### src/hdl/sle_pkg.sv
// Shared types, request and status codes for the sequential list engine.
`timescale 1ns / 1ps

package sle_pkg;

    // word and field widths
    localparam int WORD_W    = 32;
    localparam int REQ_W     = 3;
    localparam int POS_W     = 5;
    localparam int STATUS_W  = 3;
    localparam int DEPTH_DEF = 16;

    // request codes
    localparam logic [REQ_W-1:0] REQ_INSERT  = 3'd0;
    localparam logic [REQ_W-1:0] REQ_DELETE  = 3'd1;
    localparam logic [REQ_W-1:0] REQ_READ    = 3'd2;
    localparam logic [REQ_W-1:0] REQ_LOCATE  = 3'd3;
    localparam logic [REQ_W-1:0] REQ_DEL_MIN = 3'd4;
    localparam logic [REQ_W-1:0] REQ_REVERSE = 3'd5;
    localparam logic [REQ_W-1:0] REQ_DEL_ALL = 3'd6;

    // status codes
    localparam logic [STATUS_W-1:0] ST_OK       = 3'd0;
    localparam logic [STATUS_W-1:0] ST_BADPOS   = 3'd1;
    localparam logic [STATUS_W-1:0] ST_FULL     = 3'd2;
    localparam logic [STATUS_W-1:0] ST_EMPTY    = 3'd3;
    localparam logic [STATUS_W-1:0] ST_NOTFOUND = 3'd4;

    // request word
    typedef struct packed {
        logic [REQ_W-1:0]         req_type;
        logic [POS_W-1:0]         position;
        logic signed [WORD_W-1:0] value;
    } t_in_word;

    // result word
    typedef struct packed {
        logic [STATUS_W-1:0]      status;
        logic signed [WORD_W-1:0] result_value;
        logic [POS_W-1:0]         result_position;
        logic [POS_W-1:0]         new_length;
    } t_out_word;

    // compare unit flags
    typedef struct packed {
        logic eq;
        logic lt;
    } t_cmp_res;

endpackage

### src/hdl/sle_cmp.sv
// Shared compare unit: equality and signed less-than on two words.
`timescale 1ns / 1ps

module sle_cmp (
    input  logic signed [sle_pkg::WORD_W-1:0] i_a,
    input  logic signed [sle_pkg::WORD_W-1:0] i_b,
    output sle_pkg::t_cmp_res                 o_res
);

    // one compare serves locate, remove-all and minimum search
    always_comb begin
        o_res.eq = (i_a == i_b);
        o_res.lt = (i_a < i_b);
    end

endmodule

### src/hdl/sequential_list_engine.sv
// Top level of the sequential list engine: sequencer, list memory and result register.
`timescale 1ns / 1ps

// The list lives in a single-port-read, single-port-write memory of DEPTH words, and
// requests walk it under a small sequencer through one read port and one shared
// compare unit. Errors, the unused code and reverse of a list of at most one entry go
// straight from the dispatch state to the result; a read fetches one word; locate stops
// at its first hit or walks the whole list; insert and delete move the entries past the
// position; remove-all, remove-minimum and reverse walk the whole list. o_ready is high
// again in the cycle after the edge that loads the result. The result is held in an
// output register, so a new request may be taken while the last result still waits for
// i_ready; if it is still waiting when the next result is ready, the final step stalls
// until i_ready. After reset the list is empty and no clearing pass is needed.
module sequential_list_engine #(
    parameter int DEPTH = sle_pkg::DEPTH_DEF
) (
    input  logic                 i_clk,
    input  logic                 i_rst_n,
    input  logic                 i_valid,
    output logic                 o_ready,
    input  sle_pkg::t_in_word    i_in,
    output logic                 o_valid,
    input  logic                 i_ready,
    output sle_pkg::t_out_word   o_out
);

    localparam int AW = $clog2(DEPTH);
    localparam int LW = $clog2(DEPTH + 1);
    localparam int CW = ((LW > sle_pkg::POS_W) ? LW : sle_pkg::POS_W) + 1;
    localparam int WW = sle_pkg::WORD_W;
    localparam int PW = sle_pkg::POS_W;

    // sequencer states
    localparam logic [4:0] S_IDLE     = 5'd0;
    localparam logic [4:0] S_DISP     = 5'd1;
    localparam logic [4:0] S_INS_CHK  = 5'd2;
    localparam logic [4:0] S_INS_WR   = 5'd3;
    localparam logic [4:0] S_INS_PUT  = 5'd4;
    localparam logic [4:0] S_DEL_CAP  = 5'd5;
    localparam logic [4:0] S_DEL_CHK  = 5'd6;
    localparam logic [4:0] S_DEL_WR   = 5'd7;
    localparam logic [4:0] S_RD_CAP   = 5'd8;
    localparam logic [4:0] S_LOC_CHK  = 5'd9;
    localparam logic [4:0] S_LOC_EVAL = 5'd10;
    localparam logic [4:0] S_MIN_INIT = 5'd11;
    localparam logic [4:0] S_MIN_CHK  = 5'd12;
    localparam logic [4:0] S_MIN_EVAL = 5'd13;
    localparam logic [4:0] S_MIN_MOVE = 5'd14;
    localparam logic [4:0] S_REV_CHK  = 5'd15;
    localparam logic [4:0] S_REV_B    = 5'd16;
    localparam logic [4:0] S_REV_W1   = 5'd17;
    localparam logic [4:0] S_REV_W2   = 5'd18;
    localparam logic [4:0] S_RA_CHK   = 5'd19;
    localparam logic [4:0] S_RA_EVAL  = 5'd20;
    localparam logic [4:0] S_DONE     = 5'd21;

    // control registers
    logic [4:0]    r_state, n_state;
    logic [LW-1:0] r_len, n_len;
    logic          r_ovalid, n_ovalid;

    // payload registers
    logic [sle_pkg::REQ_W-1:0]    r_req, n_req;
    logic [PW-1:0]                r_pos, n_pos;
    logic signed [WW-1:0]         r_val, n_val;
    logic [LW-1:0]                r_j, n_j;
    logic [LW-1:0]                r_k, n_k;
    logic signed [WW-1:0]         r_min, n_min;
    logic signed [WW-1:0]         r_tmp, n_tmp;
    logic [sle_pkg::STATUS_W-1:0] r_status, n_status;
    logic signed [WW-1:0]         r_rval, n_rval;
    logic [PW-1:0]                r_rpos, n_rpos;
    sle_pkg::t_out_word           r_out, n_out;

    // list memory
    logic signed [WW-1:0] r_mem [DEPTH];
    logic signed [WW-1:0] r_rdata;
    logic                 mem_we, mem_re;
    logic [AW-1:0]        mem_wa, mem_ra;
    logic signed [WW-1:0] mem_wd;

    // helpers
    logic [CW-1:0]        w_pos_x, w_len_x, w_j_x;
    logic [PW-1:0]        w_posm1;
    logic [LW-1:0]        w_jm1, w_jp1, w_lenm1, w_kp1, w_km1;
    logic signed [WW-1:0] w_cmp_b;
    sle_pkg::t_cmp_res    w_cmp;

    assign w_pos_x = CW'(r_pos);
    assign w_len_x = CW'(r_len);
    assign w_j_x   = CW'(r_j);
    assign w_posm1 = r_pos - PW'(1);
    assign w_jm1   = r_j - LW'(1);
    assign w_jp1   = r_j + LW'(1);
    assign w_lenm1 = r_len - LW'(1);
    assign w_kp1   = r_k + LW'(1);
    assign w_km1   = r_k - LW'(1);

    // shared compare unit
    assign w_cmp_b = (r_state == S_MIN_EVAL) ? r_min : r_val;

    sle_cmp u_cmp (
        .i_a   (r_rdata),
        .i_b   (w_cmp_b),
        .o_res (w_cmp)
    );

    assign o_ready = (r_state == S_IDLE);
    assign o_valid = r_ovalid;
    assign o_out   = r_out;

    // sequencer
    always_comb begin
        n_state  = r_state;
        n_len    = r_len;
        n_ovalid = r_ovalid && !i_ready;
        n_req    = r_req;
        n_pos    = r_pos;
        n_val    = r_val;
        n_j      = r_j;
        n_k      = r_k;
        n_min    = r_min;
        n_tmp    = r_tmp;
        n_status = r_status;
        n_rval   = r_rval;
        n_rpos   = r_rpos;
        n_out    = r_out;
        mem_we   = 1'b0;
        mem_re   = 1'b0;
        mem_wa   = '0;
        mem_ra   = '0;
        mem_wd   = r_rdata;

        case (r_state)
            S_IDLE: begin
                if (i_valid) begin
                    n_req    = i_in.req_type;
                    n_pos    = i_in.position;
                    n_val    = i_in.value;
                    n_status = sle_pkg::ST_OK;
                    n_rval   = '0;
                    n_rpos   = '0;
                    n_state  = S_DISP;
                end
            end

            // argument checks and start of each walk
            S_DISP: begin
                n_state = S_DONE;
                case (r_req)
                    sle_pkg::REQ_INSERT: begin
                        if (r_pos == '0 || w_pos_x > w_len_x + CW'(1)) begin
                            n_status = sle_pkg::ST_BADPOS;
                        end else if (r_len == LW'(DEPTH)) begin
                            n_status = sle_pkg::ST_FULL;
                        end else begin
                            n_j     = r_len;
                            n_state = S_INS_CHK;
                        end
                    end
                    sle_pkg::REQ_DELETE, sle_pkg::REQ_READ: begin
                        if (r_pos == '0 || w_pos_x > w_len_x) begin
                            n_status = sle_pkg::ST_BADPOS;
                        end else begin
                            mem_re  = 1'b1;
                            mem_ra  = AW'(w_posm1);
                            n_j     = LW'(r_pos);
                            n_state = (r_req == sle_pkg::REQ_READ) ? S_RD_CAP : S_DEL_CAP;
                        end
                    end
                    sle_pkg::REQ_LOCATE: begin
                        n_status = sle_pkg::ST_NOTFOUND;
                        n_j      = '0;
                        n_state  = S_LOC_CHK;
                    end
                    sle_pkg::REQ_DEL_MIN: begin
                        if (r_len == '0) begin
                            n_status = sle_pkg::ST_EMPTY;
                        end else begin
                            mem_re  = 1'b1;
                            mem_ra  = '0;
                            n_state = S_MIN_INIT;
                        end
                    end
                    sle_pkg::REQ_REVERSE: begin
                        if (r_len > LW'(1)) begin
                            n_j     = '0;
                            n_k     = w_lenm1;
                            n_state = S_REV_CHK;
                        end
                    end
                    sle_pkg::REQ_DEL_ALL: begin
                        n_j     = '0;
                        n_k     = '0;
                        n_state = S_RA_CHK;
                    end
                    default: begin
                        n_state = S_DONE;
                    end
                endcase
            end

            // insert: move entries up from the tail, then drop the word in
            S_INS_CHK: begin
                if (w_j_x >= w_pos_x) begin
                    mem_re  = 1'b1;
                    mem_ra  = w_jm1[AW-1:0];
                    n_state = S_INS_WR;
                end else begin
                    n_state = S_INS_PUT;
                end
            end
            S_INS_WR: begin
                mem_we  = 1'b1;
                mem_wa  = r_j[AW-1:0];
                n_j     = w_jm1;
                n_state = S_INS_CHK;
            end
            S_INS_PUT: begin
                mem_we  = 1'b1;
                mem_wa  = AW'(w_posm1);
                mem_wd  = r_val;
                n_len   = r_len + LW'(1);
                n_state = S_DONE;
            end

            // delete: keep the removed word, move later entries down
            S_DEL_CAP: begin
                n_rval  = r_rdata;
                n_state = S_DEL_CHK;
            end
            S_DEL_CHK: begin
                if (r_j < r_len) begin
                    mem_re  = 1'b1;
                    mem_ra  = r_j[AW-1:0];
                    n_state = S_DEL_WR;
                end else begin
                    n_len   = w_lenm1;
                    n_state = S_DONE;
                end
            end
            S_DEL_WR: begin
                mem_we  = 1'b1;
                mem_wa  = w_jm1[AW-1:0];
                n_j     = w_jp1;
                n_state = S_DEL_CHK;
            end

            S_RD_CAP: begin
                n_rval  = r_rdata;
                n_state = S_DONE;
            end

            // locate: first match wins
            S_LOC_CHK: begin
                if (r_j < r_len) begin
                    mem_re  = 1'b1;
                    mem_ra  = r_j[AW-1:0];
                    n_state = S_LOC_EVAL;
                end else begin
                    n_state = S_DONE;
                end
            end
            S_LOC_EVAL: begin
                if (w_cmp.eq) begin
                    n_rpos   = PW'(w_jp1);
                    n_status = sle_pkg::ST_OK;
                    n_state  = S_DONE;
                end else begin
                    n_j     = w_jp1;
                    n_state = S_LOC_CHK;
                end
            end

            // remove minimum: scan, then fill the slot with the last entry
            S_MIN_INIT: begin
                n_min   = r_rdata;
                n_k     = '0;
                n_j     = LW'(1);
                n_state = S_MIN_CHK;
            end
            S_MIN_CHK: begin
                mem_re = 1'b1;
                if (r_j < r_len) begin
                    mem_ra  = r_j[AW-1:0];
                    n_state = S_MIN_EVAL;
                end else begin
                    mem_ra  = w_lenm1[AW-1:0];
                    n_state = S_MIN_MOVE;
                end
            end
            S_MIN_EVAL: begin
                if (w_cmp.lt) begin
                    n_min = r_rdata;
                    n_k   = r_j;
                end
                n_j     = w_jp1;
                n_state = S_MIN_CHK;
            end
            S_MIN_MOVE: begin
                mem_we  = 1'b1;
                mem_wa  = r_k[AW-1:0];
                n_rval  = r_min;
                n_len   = w_lenm1;
                n_state = S_DONE;
            end

            // reverse: swap the outer pair, step inward
            S_REV_CHK: begin
                if (r_j < r_k) begin
                    mem_re  = 1'b1;
                    mem_ra  = r_j[AW-1:0];
                    n_state = S_REV_B;
                end else begin
                    n_state = S_DONE;
                end
            end
            S_REV_B: begin
                n_tmp   = r_rdata;
                mem_re  = 1'b1;
                mem_ra  = r_k[AW-1:0];
                n_state = S_REV_W1;
            end
            S_REV_W1: begin
                mem_we  = 1'b1;
                mem_wa  = r_j[AW-1:0];
                n_state = S_REV_W2;
            end
            S_REV_W2: begin
                mem_we  = 1'b1;
                mem_wa  = r_k[AW-1:0];
                mem_wd  = r_tmp;
                n_j     = w_jp1;
                n_k     = w_km1;
                n_state = S_REV_CHK;
            end

            // remove all equal: compact the survivors toward the head
            S_RA_CHK: begin
                if (r_j < r_len) begin
                    mem_re  = 1'b1;
                    mem_ra  = r_j[AW-1:0];
                    n_state = S_RA_EVAL;
                end else begin
                    n_len   = r_k;
                    n_state = S_DONE;
                end
            end
            S_RA_EVAL: begin
                if (!w_cmp.eq) begin
                    mem_we = 1'b1;
                    mem_wa = r_k[AW-1:0];
                    n_k    = w_kp1;
                end
                n_j     = w_jp1;
                n_state = S_RA_CHK;
            end

            // hand the result word to the output register once it is free
            S_DONE: begin
                if (!r_ovalid || i_ready) begin
                    n_out.status          = r_status;
                    n_out.result_value    = r_rval;
                    n_out.result_position = r_rpos;
                    n_out.new_length      = PW'(r_len);
                    n_ovalid              = 1'b1;
                    n_state               = S_IDLE;
                end
            end

            default: begin
                n_state = S_IDLE;
            end
        endcase
    end

    // control state
    always_ff @(posedge i_clk) begin
        if (!i_rst_n) begin
            r_state  <= S_IDLE;
            r_len    <= '0;
            r_ovalid <= 1'b0;
        end else begin
            r_state  <= n_state;
            r_len    <= n_len;
            r_ovalid <= n_ovalid;
        end
    end

    // payload
    always_ff @(posedge i_clk) begin
        r_req    <= n_req;
        r_pos    <= n_pos;
        r_val    <= n_val;
        r_j      <= n_j;
        r_k      <= n_k;
        r_min    <= n_min;
        r_tmp    <= n_tmp;
        r_status <= n_status;
        r_rval   <= n_rval;
        r_rpos   <= n_rpos;
        r_out    <= n_out;
    end

    // list memory: one write port, one registered read port
    always_ff @(posedge i_clk) begin
        if (mem_we) begin
            r_mem[mem_wa] <= mem_wd;
        end
        if (mem_re) begin
            r_rdata <= r_mem[mem_ra];
        end
    end

endmodule

### config.mk
export PLATFORM = sky130hd
export DESIGN_NAME = sequential_list_engine
export DESIGN_NICKNAME = d
export VERILOG_FILES = /design/src/hdl/sle_pkg.sv /design/src/hdl/sle_cmp.sv /design/src/hdl/sequential_list_engine.sv
export SDC_FILE = /design/constraint.sdc
export NUM_CORES = 1
export LEC_CHECK = 0
export ABC_AREA = 1
export ABC_CLOCK_PERIOD_IN_PS = 8150
export BUFFER_PORTS_ARGS = -buffer_cell sky130_fd_sc_hd__buf_2
export CAP_MARGIN = 0
export CORE_MARGIN = 8
export CORE_UTILIZATION = 50
export CTS_CLUSTER_SIZE = 24
export DETAILED_ROUTE_END_ITERATION = 8
export GPL_TIMING_DRIVEN = 0
export MAX_ROUTING_LAYER = met4
export PLACE_DENSITY_LB_ADDON = 0.08
export SYNTH_ARGS = -nofsm -noshare
export SYNTH_HDL_FRONTEND = slang
export SYNTH_SLANG_ARGS = --single-unit
### constraint.sdc
create_clock -name i_clk -period 8.15 [get_ports i_clk]
set_input_delay 0 -clock i_clk [delete_from_list [all_inputs] [get_ports i_clk]]
set_output_delay 0 -clock i_clk [all_outputs]
set_load 0.005 [all_outputs]
# After elaboration in Yosys (flattened, before gate mapping)
# Memory sizes are Yosys's and may differ from the RTL's. A register that Yosys moved wholly into a read port is not among the register bits.
# Index checks and enable logic that the tools add are counted.
[op_classes]
addsub = 8
order_cmp = 7
eq_ne = 47
muxes = 71
n_reduce_logical = 39
[op_table]
columns = ["operator", "n"]
rows = [
  ["$pmux 32 s2", 2],
  ["$mux 5", 22],
  ["$mux 32", 3],
  ["$pmux 32 s3", 1],
  ["$pmux 5 s18", 1],
  ["$pmux 5 s5", 2],
  ["$eq 5x4->1 const B", 8],
  ["$pmux 5 s4", 2],
  ["$eq 5x5->1 const B", 7],
  ["$eq 32x32->1", 1],
  ["$lt 32x32->1", 1],
  ["$mux 4", 8],
  ["$pmux 5 s6", 1],
  ["$mux 3", 8],
  ["$pmux 4 s6", 1],
  ["$eq 5x3->1 const B", 4],
  ["$pmux 4 s5", 1],
  ["$pmux 5 s2", 2],
  ["$ne 3x3->1 const B", 6],
  ["$reduce_or 2->1", 8],
  ["$add 5x1->5 const B", 3],
  ["$logic_not 5->1", 3],
  ["$sub 5x1->5 const B", 3],
  ["$ne 2x2->1 const B", 7],
  ["other kinds (38)", 67],
]
[totals]
regBits = 210
mem_bits_rw = 512
inputBits = 44
out_inout_bits = 47
elab_cells = 190
n_memories = 1
[memory_table]
columns = ["memory", "words", "word_bits", "read_ports", "rd_clocked_by_memory_dff", "write_ports", "line_no", "source"]
rows = [
  ["r_mem", 16, 32, 1, 1, 1, "sequential_list_engine.sv:76", "logic signed [WW-1:0] r_mem [DEPTH];"],
]

# Depth between registers and ports, before layout
[logic_depth]
word_depth = 7
mapped_depth = 21
depth_no_buf = 20

# Cells and area by module
# From an unflattened synthesis, not the netlist that was laid out.
[unflattened]
hier_cells = 3331
area_unflattened_um2 = 34365.5
[by_module_without_submodules]
columns = ["mod", "instances", "cells_each", "area_each_um2", "seq_area_each_um2"]
rows = [
  ["sequential_list_engine", 1, 3184, 33469.6, 22531.6],
  ["sle_cmp", 1, 147, 895.9, 0.0],
]

# Worst setup path after synthesis
# Ideal clock, no wire load.
[synth_path]
path_type = "flip-flop to flip-flop"
from = "register r_state[0]"
to = "memory r_mem[0][0] in the netlist's numbering (enable)"
setup_ps = 421
arrival_time_ps = 4139
t_required_ps = 7729
slack_ps = 3590
path_stages_with_launch = 22
n_path_buf = 1
synth_period_minus_slack_ps = 4560
path_cell_list = "dfxtp_1 > inv_1 > nor2_1 > inv_1 > nor2_1 > clkinv_1 > clkbuf_1 > nand2_1 > o21ai_0 > ha_1 > nand2_1 > nor2_1 > nand4_1 > nor3_1 > nand2_1 > nand2_1 > nand2_1 > nand2_1 > nand2_1 > nor2_1 > nand2_1 > nor2_1"
[synth_between]
elab_chain_cells = 7
word_cells_on_any_way = 19
cone_classes = "eq/ne: 9; mux: 7; reduce/logical: 3"
[synth_lines]
columns = ["item", "line_no", "source"]
rows = [
  ["start: declaration", "sequential_list_engine.sv:58", "logic [4:0] r_state, n_state;"],
  ["start signal: assignment", "sequential_list_engine.sv:384", "r_state <= n_state;"],
  ["$eq 5x4->1", "sequential_list_engine.sv:100", "assign w_cmp_b = (r_state == S_MIN_EVAL) ? r_min : r_val;"],
  ["$mux 32", "sequential_list_engine.sv:100", ""],
  ["$eq 32x32->1", "sle_cmp.sv:12", "o_res.eq = (i_a == i_b);"],
  ["$mux 1", "sequential_list_engine.sv:350", "if (!w_cmp.eq) begin"],
  ["$pmux 1 s2", "sequential_list_engine.sv:134", "case (r_state)"],
  ["$mux 1", "sequential_list_engine.sv:407", "if (mem_we) begin"],
  ["$mux 1 (not written as such)", "sequential_list_engine.sv:408", "r_mem[mem_wa] <= mem_wd;"],
  ["end: declaration", "sequential_list_engine.sv:76", ""],
]
# Several ways; a longest one is shown, not always the timed one.

# Worst setup path after layout
[layout_path]
from = "register r_state[3]"
to = "memory r_mem[8][20] in the netlist's numbering (enable)"
# Same word-level chain as after synthesis.

==> metrics.md <==
| Metric | Value |
|---|---|
| Run status | `finished clean` |
| Post-synth EDFFs | `743` |
| R2r setup slk | `2260 ps` |
| Area grow syn2layout | `15.73%` |
| Total power | `14.92 mW` |
| Peak VDD IR | `0.0002145 V` |
| Delay of the slowest critical-path stage | `610 ps` |
| LEAKAGE | `16.92 nW` |
| Antenna violations before repair | `2` |
| FF/Latch Area | `22530 um2` |
| Worst-path clk slew | `60 ps` |
| Largest net degree at the start of global routing | `39` |
| Ports | `91` |
| Tmin final | `5885 ps` |
| Worst Hold Class | `in -> reg` |
| Total number of vias | `24370` |
| PwrDens | `376.5 nW/um2` |
| Vias per inst | `5.425` |
| # nets final | `3652` |
| Crit path kind | `reg -> reg` |
| Most frequent cell after synthesis | `nand2_1` |
| R2R Path Start | `r_state[3]` |
| Synth cell count leaders | `748 x nand2_1, 743 x edfxtp_1, 652 x inv_1` |
| TritonCTS clock tree | `done` |
| Initial Util | `50.20%` |
| Crit path buf inv count | `4` |
| Clock sink count | `754` |
| Post-Syn Instances | `3276` |
| Slew @ Worst Pin | `1413 ps` |
| Num CTS Buffers | `82` |
| GRT Residual Overflow | `0` |
| Worst Setup End Kind | `register` |
| Row Count | `96` |
| Data required time of the worst path | `8470 ps` |
| Total track usage | `25.83%` |
| Slew HR | `5.356%` |
| Fin. max-slew vios | `0` |
| Die width | `277.7 um` |
| P_int | `9.181 mW` |
| Post-synthesis sequential area ratio | `65.79%` |
| Die area | `77130 um2` |
| Global-route wire length before repair | `146300 um` |
| Final WS setup | `2265 ps` |
| Final WL | `98410 um` |
| Yosys cell types | `47` |
| CTS HTree Levels | `3` |
| Share of post-route cells with drive strength above 1 | `10.42%` |
| CP Launch Type | `register` |
| Synth Cell Area | `34250 um2` |
| Leading post-synthesis cells by cell area | `edfxtp_1 65%, nand2_1 8.2%, nand3_1 7.6%, inv_1 7.1%, ha_1 2.4%` |
| Pre-Repair DR Iteration Count | `6` |
| NetSw | `5.740 mW` |
| RSZ-0062 raised after global routing | `false` |
| Flop pwr share | `40.3%` |
| Syn_nets | `3386` |
| Cells along the critical path | `nand2_1, nor2_1, inv_1, nor2_1, clkinv_1, clkbuf_1, nand2_1, o21ai_0, ha_1, nand2_1, nor2_1, nand4_1, nor3_1, nand2_1, nand2_1, a21oi_1, nor3_1, nand2_1, nor2_4, buf_12` |
| CP top delay family | `simple AND/OR/NAND/NOR gates` |
| Clock Path Buffers | `3` |
| Hold Path Origin | `i_in[27]` |
| # port buffers | `90` |
| Dpl ws | `2426 ps` |
| Wire per inst | `21.91 um` |
| Ys async rst share | `0%` |
| Die span in y | `277.7 um` |
| #FFs+latches synth | `754` |
| Yosys top cell area share | `65.15%` |
| Fin util | `58.09%` |
| Setup Skew | `19.44 ps` |
| Hold depth | `2` |
| R2R Path End | `r_mem[8][20]` |
| Worst Hold Path EP | `r_val[27]` |
| Clock network fraction of total power | `23.8%` |
| Setup TNS | `0 ps` |
| Number of synthesis warnings | `0` |
| Final setup fails | `0` |
| Multi-input gate area | `8676 um2` |
| Worst skew pair latency | `640 ps` |
| Logic pwr share | `36.0%` |
| Worst R2R Path Depth | `20` |
| Crit-path max FO | `20` |
| Post-route ant nets | `0` |
| Critical Path Slowest Stage Cell | `nor3_1` |
| Vias in the first global route | `23420` |
| Hold Violations, Final | `0` |
| Post-DP HPWL | `71200 um` |
| Post-CTS setup buffer count | `0` |
| Main synth FF type | `edfxtp_1` |
| Max-cap violations | `0` |
| FMAX | `169.9 MHz` |
| Fin crit share | `72.21%` |
| CTS Root Cell | `clkbuf_16` |
| DR DRC count | `0` |
| Worst Path Arrival | `6210 ps` |
| Cell taking the most area after synthesis | `edfxtp_1` |
| Most frequent CP cell | `nand2_1` |
| Starting DRT DRC Count | `2480` |
| Fillers | `5781` |
| Switching Fraction | `38.47%` |
| Core area | `68230 um2` |
| GP Congestion | `0.9146` |
| Avg Synthesized Cell Area | `10.45 um2` |
## timing repair
action,CTS,global route
hold buffers,44,0
hold endpoints to repair,71,0
resized for setup,0,0
## sequential cells by signal (all words and copies together), names as in the netlist, 32 cells and up
signal and count:
r_mem 512, o_out 45, r_min 32, r_rdata 32, r_rval 32, r_tmp 32, r_val 32
## worst max-delay path by stage
stage                          start            end  slack [ps]  cells after the start
after floorplan           r_state[0]    r_mem[0][0]        3590                     21
after global placement    r_state[3]  r_mem[10][30]         120                     19
after detailed placement  r_state[0]   r_mem[8][26]        2430                     20
after CTS                 r_state[0]   r_mem[8][20]        2390                     20
after global routing      r_state[0]   r_mem[8][20]        1860                     20
final                     r_state[3]   r_mem[8][20]        2260                     20
## routing by layer
layer | track usage, % | up-vias | routed length [um]
li1 | - | 11430 | -
met1 | 35.01 | 11700 | 42720
met2 | 39.70 | 1032 | 44700
met3 | 4.193 | 214 | 7859
met4 | 8.743 | 0 | 3130
met5 | - | - | 0
## through the flow
stage                     hold slack (ps)  cell area (um2)  instances
after global placement              176.8            35800       4248
final                               75.08            39630       4492
after global routing                59.89            39630       4491
after floorplan                     97.63            34250       3276
after CTS                           38.62            39600       4487
after detailed placement            178.1            36600       4292
## logic make-up (layout without fill, tap and decap cells)
kind of cell | Yosys count | after routing | synth area share, %
AO/OA/AOI/OAI | 224 | 224 | 4.066
adder cells (fa/ha/maj) | 66 | 66 | 2.433
flip-flops | 754 | 754 | 65.79
XOR/XNOR | 13 | 13 | 0.3325
AND/OR/NAND/NOR | 1422 | 1422 | 18.02
buffers and inverters | 797 | 1130 | 9.356
other | 0 | 1 | 0
## cell type report
type / count / area share, %
multi-input cells: 1725 / 21.89
clock inverters: 43 / 0.8208
diodes: 1 / 0.006314
plain buffers: 135 / 1.809
clock buffers: 108 / 5.635
inverters: 662 / 6.276
repair buffers: 182 / 3.930
flip-flops and latches: 754 / 56.85
well taps: 882 / 2.784
## power groups by stage
stage | Clock, mW | Combinational (mW) | Sequential, mW
global route | 3.75 | 5.83 | 6.07
detailed placement | 0 | 5.24 | 6.09
CTS | 3.61 | 5.28 | 6.02
finish | 3.54 | 5.37 | 6.01
global placement | 0 | 4.88 | 6.14
floorplan | 0 | 3.03 | 5.97
## layout by cell type, fill, tap and decap left out, types with 8 or more instances in the layout
master / count
buf_4: 35
ha_1: 65
clkbuf_1: 62
nor2_4: 21
clkinv_2: 14
dfxtp_1: 11
nor3_1: 16
nand4_1: 22
o21bai_1: 35
dlygate4sd3_1: 44
nor2_1: 73
inv_1: 652
nand3_1: 522
buf_1: 12
a31oi_1: 8
edfxtp_1: 743
buf_6: 17
o211ai_1: 28
buf_12: 16
clkinv_1: 21
nand2_1: 748
xor2_1: 8
o22ai_1: 19
o21ai_0: 75
buf_2: 147
clkbuf_16: 85
a21oi_1: 34
Note: power is estimated with default switching activity, not from simulation.
